### src/hw/rtl/lr_pkg.sv
// types and constants for the line rasterizer
// no dependencies; imported by every rasterizer module
`default_nettype none

package lr_pkg;

    localparam int COORD_W = 6;
    localparam int COLOR_W = 32;
    localparam int QUEUE_DEPTH = 2;

    typedef logic [COORD_W-1:0] t_coord;

    // one line command word
    typedef struct packed {
        t_coord               x_start;
        t_coord               y_start;
        t_coord               x_end;
        t_coord               y_end;
        logic [COLOR_W-1:0]   line_color;
    } t_line_cmd;

    // one pixel word
    typedef struct packed {
        t_coord               pixel_x;
        t_coord               pixel_y;
        logic [COLOR_W-1:0]   pixel_color;
        logic                 last_pixel;
    } t_pixel;

    // classified line, major/minor form, ready for the walk
    typedef struct packed {
        t_coord               m0;
        t_coord               n0;
        t_coord               m1;
        t_coord               dmaj;
        t_coord               dmin;
        logic                 step_neg;
        logic                 steep;
        logic [COLOR_W-1:0]   color;
    } t_line_job;

endpackage

`default_nettype wire

### src/hw/rtl/lr_front.sv
// front end: clamps endpoints and sorts a line into major/minor form
// depends on lr_pkg
`default_nettype none

module lr_front #(
    parameter int TILE_SIZE = 64
) (
    input  lr_pkg::t_line_cmd i_cmd,
    output lr_pkg::t_line_job o_job
);
    import lr_pkg::*;

    localparam t_coord MAX_COORD = COORD_W'(TILE_SIZE - 1);

    function automatic t_coord clamp(input t_coord v);
        return (v > MAX_COORD) ? MAX_COORD : v;
    endfunction

    t_coord xa, ya, xb, yb;
    t_coord adx, ady;
    t_coord ma, na, mb, nb;
    t_coord m0, n0, m1, n1;
    logic   steep, swap;

    // clamp and classify
    always_comb begin
        xa = clamp(i_cmd.x_start);
        ya = clamp(i_cmd.y_start);
        xb = clamp(i_cmd.x_end);
        yb = clamp(i_cmd.y_end);
        adx = (xa > xb) ? xa - xb : xb - xa;
        ady = (ya > yb) ? ya - yb : yb - ya;
        steep = adx < ady;
        ma = steep ? ya : xa;
        na = steep ? xa : ya;
        mb = steep ? yb : xb;
        nb = steep ? xb : yb;
        // walk always starts from the smaller major coordinate
        swap = ma > mb;
        m0 = swap ? mb : ma;
        n0 = swap ? nb : na;
        m1 = swap ? ma : mb;
        n1 = swap ? na : nb;
        o_job.m0 = m0;
        o_job.n0 = n0;
        o_job.m1 = m1;
        o_job.dmaj = m1 - m0;
        o_job.dmin = (n1 > n0) ? n1 - n0 : n0 - n1;
        o_job.step_neg = !(n1 > n0);
        o_job.steep = steep;
        o_job.color = i_cmd.line_color;
    end

endmodule

`default_nettype wire

### src/hw/rtl/lr_queue.sv
// short job queue between the front end and the walker
// depends on lr_pkg
`default_nettype none

module lr_queue (
    input  wire              i_clk,
    input  wire              i_rst_n,
    input  wire              i_push,
    input  lr_pkg::t_line_job i_data,
    output logic             o_full,
    input  wire              i_pop,
    output logic             o_empty,
    output lr_pkg::t_line_job o_data
);
    import lr_pkg::*;

    localparam int PTR_W = (QUEUE_DEPTH > 1) ? $clog2(QUEUE_DEPTH) : 1;
    localparam int CNT_W = $clog2(QUEUE_DEPTH + 1);

    t_line_job          r_slot [QUEUE_DEPTH];
    logic [PTR_W-1:0]   r_wr_ptr, r_rd_ptr;
    logic [CNT_W-1:0]   r_count;
    logic               do_push, do_pop;

    assign o_full  = (r_count == CNT_W'(QUEUE_DEPTH));
    assign o_empty = (r_count == '0);
    assign o_data  = r_slot[r_rd_ptr];
    assign do_push = i_push && !o_full;
    assign do_pop  = i_pop && !o_empty;

    // pointer and fill tracking
    always_ff @(posedge i_clk) begin
        if (!i_rst_n) begin
            r_wr_ptr <= '0;
            r_rd_ptr <= '0;
            r_count  <= '0;
        end else begin
            if (do_push) begin
                r_wr_ptr <= (r_wr_ptr == PTR_W'(QUEUE_DEPTH - 1)) ? '0 : r_wr_ptr + 1'b1;
            end
            if (do_pop) begin
                r_rd_ptr <= (r_rd_ptr == PTR_W'(QUEUE_DEPTH - 1)) ? '0 : r_rd_ptr + 1'b1;
            end
            case ({do_push, do_pop})
                2'b10:   r_count <= r_count + 1'b1;
                2'b01:   r_count <= r_count - 1'b1;
                default: r_count <= r_count;
            endcase
        end
    end

    // storage
    always_ff @(posedge i_clk) begin
        if (do_push) begin
            r_slot[r_wr_ptr] <= i_data;
        end
    end

endmodule

`default_nettype wire

### src/hw/rtl/lr_walker.sv
// back end: walks the major axis one pixel per cycle while the output is not stalled, with the error term
// depends on lr_pkg
`default_nettype none

module lr_walker (
    input  wire               i_clk,
    input  wire               i_rst_n,
    input  wire               i_job_empty,
    input  lr_pkg::t_line_job i_job,
    output logic              o_job_pop,
    output logic              o_out_valid,
    output lr_pkg::t_pixel    o_out_word,
    input  wire               i_out_stall
);
    import lr_pkg::*;

    typedef enum logic {ST_IDLE, ST_WALK} t_walk_state;

    t_walk_state        r_state;
    t_coord             r_m, r_n, r_m1, r_dmaj, r_dmin;
    logic               r_step_neg, r_steep;
    logic [COLOR_W-1:0] r_color;
    logic signed [7:0]  r_err;

    logic               out_free, emit, is_last, do_step;
    logic signed [7:0]  n_err_sum;
    logic signed [8:0]  twice_err;
    t_coord             n_n;

    assign out_free  = !o_out_valid || !i_out_stall;
    assign emit      = (r_state == ST_WALK) && out_free;
    assign o_job_pop = (r_state == ST_IDLE) && !i_job_empty;
    assign is_last   = (r_m == r_m1);

    // error update for the next pixel
    always_comb begin
        n_err_sum = r_err + $signed({2'b00, r_dmin});
        twice_err = {n_err_sum, 1'b0};
        do_step   = twice_err > $signed({3'b000, r_dmaj});
        n_n       = do_step ? (r_step_neg ? r_n - 1'b1 : r_n + 1'b1) : r_n;
    end

    // state, walk registers and output word
    always_ff @(posedge i_clk) begin
        if (!i_rst_n) begin
            r_state     <= ST_IDLE;
            o_out_valid <= 1'b0;
        end else begin
            if (o_out_valid && !i_out_stall && !emit) begin
                o_out_valid <= 1'b0;
            end
            case (r_state)
                ST_IDLE: begin
                    if (o_job_pop) begin
                        r_m        <= i_job.m0;
                        r_n        <= i_job.n0;
                        r_m1       <= i_job.m1;
                        r_dmaj     <= i_job.dmaj;
                        r_dmin     <= i_job.dmin;
                        r_step_neg <= i_job.step_neg;
                        r_steep    <= i_job.steep;
                        r_color    <= i_job.color;
                        r_err      <= '0;
                        r_state    <= ST_WALK;
                    end
                end
                ST_WALK: begin
                    if (emit) begin
                        o_out_valid             <= 1'b1;
                        o_out_word.pixel_x      <= r_steep ? r_n : r_m;
                        o_out_word.pixel_y      <= r_steep ? r_m : r_n;
                        o_out_word.pixel_color  <= r_color;
                        o_out_word.last_pixel   <= is_last;
                        r_m   <= r_m + 1'b1;
                        r_n   <= n_n;
                        r_err <= do_step ? n_err_sum - $signed({2'b00, r_dmaj}) : n_err_sum;
                        if (is_last) begin
                            r_state <= ST_IDLE;
                        end
                    end
                end
                default: r_state <= ST_IDLE;
            endcase
        end
    end

endmodule

`default_nettype wire

### src/hw/rtl/line_rasterizer.sv
// Line rasterizer for one tile. A line command word is clamped and sorted
// into major/minor form as it is accepted, then waits in a two-entry queue,
// so up to two further commands are taken while a line is drawn. The walker
// emits one pixel word per cycle while the output is not stalled: a line of
// major-axis length L gives L+1 pixel words (1 to 64), and the walker loads
// the next command from the queue in its idle state between lines. Pixels
// appear in walk order, the final one flagged.
// top level; depends on lr_pkg, lr_front, lr_queue, lr_walker
`default_nettype none

module line_rasterizer #(
    parameter int TILE_SIZE = 64
) (
    input  wire               i_clk,
    input  wire               i_rst_n,
    input  wire               i_in_valid,
    input  lr_pkg::t_line_cmd i_in_word,
    output logic              o_in_stall,
    output logic              o_out_valid,
    output lr_pkg::t_pixel    o_out_word,
    input  wire               i_out_stall
);
    import lr_pkg::*;

    t_line_job front_job, head_job;
    logic      q_full, q_empty, q_pop;

    assign o_in_stall = q_full;

    // classify incoming commands
    lr_front #(
        .TILE_SIZE(TILE_SIZE)
    ) u_front (
        .i_cmd (i_in_word),
        .o_job (front_job)
    );

    // decouple front and back
    lr_queue u_queue (
        .i_clk   (i_clk),
        .i_rst_n (i_rst_n),
        .i_push  (i_in_valid),
        .i_data  (front_job),
        .o_full  (q_full),
        .i_pop   (q_pop),
        .o_empty (q_empty),
        .o_data  (head_job)
    );

    // pixel walk
    lr_walker u_walker (
        .i_clk       (i_clk),
        .i_rst_n     (i_rst_n),
        .i_job_empty (q_empty),
        .i_job       (head_job),
        .o_job_pop   (q_pop),
        .o_out_valid (o_out_valid),
        .o_out_word  (o_out_word),
        .i_out_stall (i_out_stall)
    );

endmodule

`default_nettype wire

### config.mk
export PLATFORM = sky130hd
export DESIGN_NAME = line_rasterizer
export DESIGN_NICKNAME = d
export VERILOG_FILES = /design/src/hw/rtl/lr_pkg.sv /design/src/hw/rtl/lr_front.sv /design/src/hw/rtl/lr_queue.sv /design/src/hw/rtl/lr_walker.sv /design/src/hw/rtl/line_rasterizer.sv
export SDC_FILE = /design/constraint.sdc
export NUM_CORES = 1
export LEC_CHECK = 0
export BUFFER_PORTS_ARGS = -buffer_cell sky130_fd_sc_hd__buf_2
export CORE_ASPECT_RATIO = 0.7
export CORE_MARGIN = 5
export CORE_UTILIZATION = 45
export CTS_CLUSTER_SIZE = 10
export DETAILED_ROUTE_END_ITERATION = 16
export PLACE_DENSITY = 0.61
export SYNTH_ARGS = -nofsm -noshare
export SYNTH_HDL_FRONTEND = slang
export SYNTH_SLANG_ARGS = --single-unit
### constraint.sdc
create_clock -name i_clk -period 14.5 [get_ports i_clk]
set_clock_uncertainty 0.05 [all_clocks]
set_input_delay 1.45 -clock i_clk [delete_from_list [all_inputs] [get_ports i_clk]]
set_output_delay 1.45 -clock i_clk [all_outputs]
set_load 0.005 [all_outputs]
=== Yosys cells after proc, flatten, opt, wreduce, memory -nomap -nowiden ===
Memories as Yosys holds them, arrays and structs flattened. A register that Yosys moved wholly into a read port is not among the register bits.
Index checks and enable logic that the tools add are counted.

* Bits in writable memories: 128
* Memories kept: 1
* Input port bits: 60
* Output and inout port bits: 47
* Logic and storage cells: 115
* Register bits: 123

{| class="wikitable"
|+ Memory list
! name !! words !! bits a word !! rd ports !! clocked after Yosys merged registers in !! write ports !! line !! text
|-
| u_queue.r_slot || 2 || 64 || 1 || 1 || 1 || lr_queue.sv:20 || <nowiki>t_line_job r_slot [QUEUE_DEPTH];</nowiki>
|}

* Magnitude comparators: 10
* Add/subtract/negate cells: 16
* Equality and inequality tests: 7
* Bitwise operators: 1
* Reductions and logical operators: 19
* Multiplexer cells: 43

{| class="wikitable"
|+ Operators with widths
! operator !! count
|-
| two-way mux 6 bit || 23
|-
| subtractor 6 bit || 7
|-
| > comparator 6 bit || 4
|-
| > comparator 6 bit (second input constant) || 4
|-
| two-way mux 8 bit || 3
|-
| case mux 6 bit (2 select lines) || 2
|-
| case mux 8 bit (2 select lines) || 1
|-
| adder 6 x 1 -> 6 bit (second input constant) || 2
|-
| two-way mux 1 bit || 12
|-
| > comparator 9 x 7 -> 1 bit || 1
|-
| AND reduction 3 bit || 3
|-
| adder 8 x 7 -> 8 bit || 1
|-
| subtractor 8 x 7 -> 8 bit || 1
|-
| equality test 6 bit || 1
|-
| logical AND 1 bit || 6
|-
| logical NOT 1 bit || 6
|-
| < comparator 6 bit || 1
|-
| != test 2 bit (second input constant) || 3
|-
| subtractor 6 x 1 -> 6 bit (second input constant) || 1
|-
| equality test 2 bit (second input constant) || 2
|-
| case mux 2 bit (2 select lines) || 1
|-
| AND reduction 4 bit || 1
|-
| adder 1 bit (second input constant) || 2
|-
| adder 2 x 1 -> 2 bit (second input constant) || 1
|-
| 7 further kinds || 7
|}

=== Logic depth before layout (Yosys ltp) ===
* Depth in word-level cells: 10
* Gate-level depth with buffers: 43
* Mapped depth without buffers: 40

=== Hierarchy ===
From an unflattened synthesis, not the netlist that was laid out.

* Cell total of the unflattened synthesis: 958
* Area, all modules: 12814.8 sq um

{| class="wikitable"
|+ By module, submodules not included
! module !! area each (sq um) !! seq. area each (sq um) !! times used !! cells each
|-
| lr_walker || 5021.1 || 3553.4 || 1 || 317
|-
| lr_queue || 4835.9 || 3943.8 || 1 || 225
|-
| lr_front || 2957.8 || 0.0 || 1 || 416
|}

=== Worst setup path before layout ===
No wires, ideal clock.

* Path kind: input -> register
* From: input port i_in_word[33] (netlist name)
* To: memory u_queue.r_slot[0][39] (netlist name) (data pin)
* Setup slack: 4952 ps
* Data arrival time: 9235 ps
* Cell stages on the path: 41
* Required time: 14188 ps
* Library setup time: 262 ps
* Path buffers: 4
* Cell sequence: clkbuf_1 -> ha_1 -> ha_1 -> o21a_1 -> o21ai_1 -> a21oi_1 -> o31ai_2 -> mux2_2 -> nor2_1 -> a211oi_1 -> xor2_1 -> ha_1 -> a21oi_1 -> o221ai_4 -> inv_4 -> buf_2 -> nand2_1 -> o21ai_1 -> (+5 left out) -> o21ba_2 -> nor2_1 -> clkbuf_1 -> buf_2 -> o21ai_1 -> mux2i_1 -> ha_1 -> inv_1 -> fa_1 -> a21o_1 -> a21o_1 -> a21o_1 -> a21oi_1 -> nor2_1 -> mux2_1 -> a211o_1 -> a21oi_1 -> xnor2_1

{| class="wikitable"
|+ RTL lines
! what !! line !! text
|-
| from (decl) || line_rasterizer.sv:17 || <nowiki>input lr_pkg::t_line_cmd i_in_word,</nowiki>
|-
| to (decl) || lr_queue.sv:20 ||
|}

==> results list <==
- Outcome: finished clean
- Library cell contributing the largest single delay on the critical path: sky130_fd_sc_hd__o31ai_2
- Global routing used 16.4% of the available tracks.
- The final-report max-slew violation count is 0.
- The first global-routing pass estimated roughly 41 mm of wire.
- Core footprint: 26900 µm²
- Max clock buf depth: 3
- Share of synthesized registers carrying an async set or reset: 0%
- The worst path uses around 73% of the clock period.
- Drt first pass iters: 6
* # hold bufs at CTS: 0
- Wire length per cell: 18.3 µm
- Largest fanout on the critical path: 33
- Die area: between 30000 and 40000 µm²
- Endpoint, Worst Hold: u_walker.o_out_word[16]
* Setup repair after global routing missed its margin: false
- In this run, post-CTS repair resized a total of 0 instances.
- The number of nets in the synthesized netlist is about 1000.
- The final layout contains routed wiring with a total length of 25.4 mm.
* Leakage power total: around 5.3 nW
- H-tree Lvls: 1
- Number of synthesized flops with an enable pin: 245
* Root buf cell: sky130_fd_sc_hd__clkbuf_16
- In the final timing run, aggregate negative setup slack is 0 ps.
- Area of placed instances: around 13000 µm²
- CTS tree: built
- The critical path is of the input port to register type.
- The cell count after synthesis came out at ~910.
- The die is roughly 150 µm tall.
- CTS saw around 250 sinks.
* Number of buffers inserted by port buffering: between 100 and 150
* Total I/O pin count: 107
- Net total in the final layout: approximately 1100
- Actual transition at the worst max-transition pin: 1020 ps
- Dividing the synthesized area by the synthesized cell count gives 13.6 µm².
- Synth-to-Final Area Change: 13.6%
- Clock tree synthesis inserted a total of 29 buffers.
* Post-layout min period: between 10000 and 15000 ps
- The via count of the first global-routing pass came to 7342.
- In this run, the number of DRC markers left after iteration 0 of detailed routing was approximately 480.
* Antenna fix cells: 0
- In this run, distinct cell masters in the synthesized netlist total 67.
- Startpoint types: input port
- Maximum Capacitance Violations: 0
- Derived from the worst setup path, the maximum achievable clock frequency is between 90 and 100 MHz.
* Worst Hold Launch: u_walker.r_color[15]
- Number of synthesized register bits: between 200 and 300
* Predominant post-synthesis flop cell: sky130_fd_sc_hd__edfxtp_1
* Area of all placed cells without fillers: 14000 µm²
- In the routed design, unresolved DRC markers number 0.
- Reg-to-reg setup timing slack: between 10000 and 15000 ps
* Worst IR drop on VDD: ~0.00017 V
* Post-CTS Setup Bufs: 0
* Data required time of the worst path: between 10000 and 15000 ps
- Count of filler cells inserted in the layout: roughly 2300
- The startpoint identified for the worst register-to-register timing path is u_walker.r_dmin[0].
- Summed over all layers, the global routing overflow is 0.
- The library cell used most frequently in the layout, excluding fill and tap cells, is sky130_fd_sc_hd__edfxtp_1.
- Detailed routing inserted a total of roughly 7300 vias.
- Detailed placer's ending HPWL: approximately 18 mm
* Total of endpoints with negative setup slack in the final report: 0
* Worst slew slack as a fraction of its limit: a little under a third
- Crit path arrival time: ~11000 ps
- The initial utilization of the core area, before any placement, comes to about 46%.
- Entering global routing, the biggest net connects 65 pins.
* Worst Reg2Reg Path Length in Cells: 12
- After clock tree synthesis, the clock-pin slew on the worst setup and hold paths is ~50 ps.
- The post-route netlist has between 20% and 30% of its cells at a drive strength greater than 1.
* Antenna violations before repair: 0
* Final Hold Fails: 0
- The worst hold path was traced through 0 stages.
- The Yosys step of the flow raised 0 warnings.
- The die is about 210 µm wide.
* Placer's final routability congestion estimate: a little over 0.9
- The top cell types in the final layout, fill and taps aside, are sky130_fd_sc_hd__edfxtp_1 (245), sky130_fd_sc_hd__buf_2 (106), sky130_fd_sc_hd__mux2_2 (76), sky130_fd_sc_hd__a21oi_1 (61), sky130_fd_sc_hd__ha_1 (60).
- After synthesis, flip-flops and latches occupy approximately 61% of the total area.
* Longest individual stage delay on the worst path: around 600 ps
- STA classifies the critical path endpoint as a register.
- In this run the core area contains 50 standard-cell rows.
- In this run the remaining antenna-violating nets after routing total 0.
* Via density per instance: around 5.3
- Endpoint of the worst-slack reg-to-reg timing path: u_walker.r_n[1]
* Netlist Area Pre-Place: roughly 12000 µm²
- Clk_lat worst skew: about 550 ps
- Hold/Removal Path Class: register to register
* Power density cells: ~260 nW/µm²
## area by class of cell
class / instances / area, µm² / share of cell area [%]
sequential: 252 / 7500 / 53.4
clock inverter: 3 / 32.5 / 0.232
inverter: 52 / 198 / 1.41
timing repair buffer: 113 / 583 / 4.15
tap: 364 / 455 / 3.24
multi-input combinational: 559 / 4500 / 32.0
clock buffer: 43 / 778 / 5.54
## critical path, delay by kind of cell
kind	cells	cell delay, ps
AO/OA/AOI/OAI	16	3660
XOR/XNOR	2	260
adder cells (fa/ha/maj)	6	1870
buffers and inverters	4	630
multiplexers	5	2000
AND/OR/NAND/NOR	4	890
## metal layers
| metal | wire length, µm | track usage, % |
|---|---|---|
| met1 | 13000 | 25.5 |
| met2 | 10900 | 24.5 |
| met3 | 1200 | 2.76 |
| met4 | 303 | 2.79 |
| met5 | 0 | 0 |
## cell usage after synthesis, drive strengths merged (6+ instances only)
| cell type | instances | area (µm²) |
|---|---|---|
| nor2b | 19 | 119 |
| clkbuf | 28 | 105 |
| o211ai | 6 | 45.0 |
| ha | 60 | 751 |
| edfxtp | 245 | 7360 |
| nand2 | 47 | 179 |
| a21oi | 62 | 314 |
| xnor2 | 30 | 282 |
| a211oi | 9 | 67.6 |
| mux2i | 45 | 463 |
| nand2b | 8 | 57.6 |
| mux2 | 77 | 867 |
| o21ai | 37 | 185 |
| a21o | 15 | 113 |
| nor2 | 41 | 154 |
| and2 | 9 | 56.3 |
| fa | 7 | 140 |
| xor2 | 18 | 158 |
| buf | 17 | 80.1 |
| dfxtp | 7 | 140 |
| nand3 | 8 | 40.0 |
| inv | 52 | 198 |
## stage by stage
stage	power, mW	instances	setup slack, ps	utilization [%]	hold slack (ps)
after detailed placement	3.03	1340	3520	49.2	355
after floorplan	2.58	908	4950	-	350
after CTS	3.68	1386	4060	52.2	350
after global placement	3.02	1340	3820	49.2	351
final	3.66	1386	3940	52.2	356
after global routing	3.95	1386	3120	52.2	370
## state kept, by name, summed over array words and instances (netlist names), 6 cells and up, named ones only
register             flops
u_queue.r_slot         128
u_walker.r_err           8
u_walker.r_color        32
u_walker.r_dmaj          6
u_walker.r_m1            6
u_walker.r_m             6
u_walker.r_dmin          6
u_walker.r_n             6
u_walker.o_out_word     45
## power by group
group | total, mW | leakage (nW) | switching, mW | internal, mW
registers | 1.27 | 2.33 | 0.0791 | 1.19
logic | 1.75 | 2.61 | 1.03 | 0.726
clock network | 0.631 | 0.389 | 0.263 | 0.367
total | 3.66 | 5.33 | 1.37 | 2.29
## kinds of logic after synthesis
kind of cell               Yosys count  synth area share (%)
buffers and inverters               97                  3.10
DFF                                252                  60.6
muxes                              123                  10.9
AOI/OAI and AO/OA                  166                  8.49
and+or+nand+nor                    154                  6.03
adders and majority gates           68                  7.28
xor gates and xnor gates            48                  3.55
## worst max path at each step
stage	start	slack, ps	cells after the start	end
final	i_in_word[45]	3940	37	u_queue.r_slot[1][39]
after global routing	i_in_word[45]	3120	37	u_queue.r_slot[1][39]
after CTS	i_in_word[45]	4060	37	u_queue.r_slot[1][39]
after detailed placement	i_in_word[45]	3520	39	u_queue.r_slot[0][39]
after global placement	i_in_word[45]	3820	37	u_queue.r_slot[0][39]
after floorplan	i_in_word[33]	4950	41	u_queue.r_slot[0][39]
(Power assumes the default switching activity.)
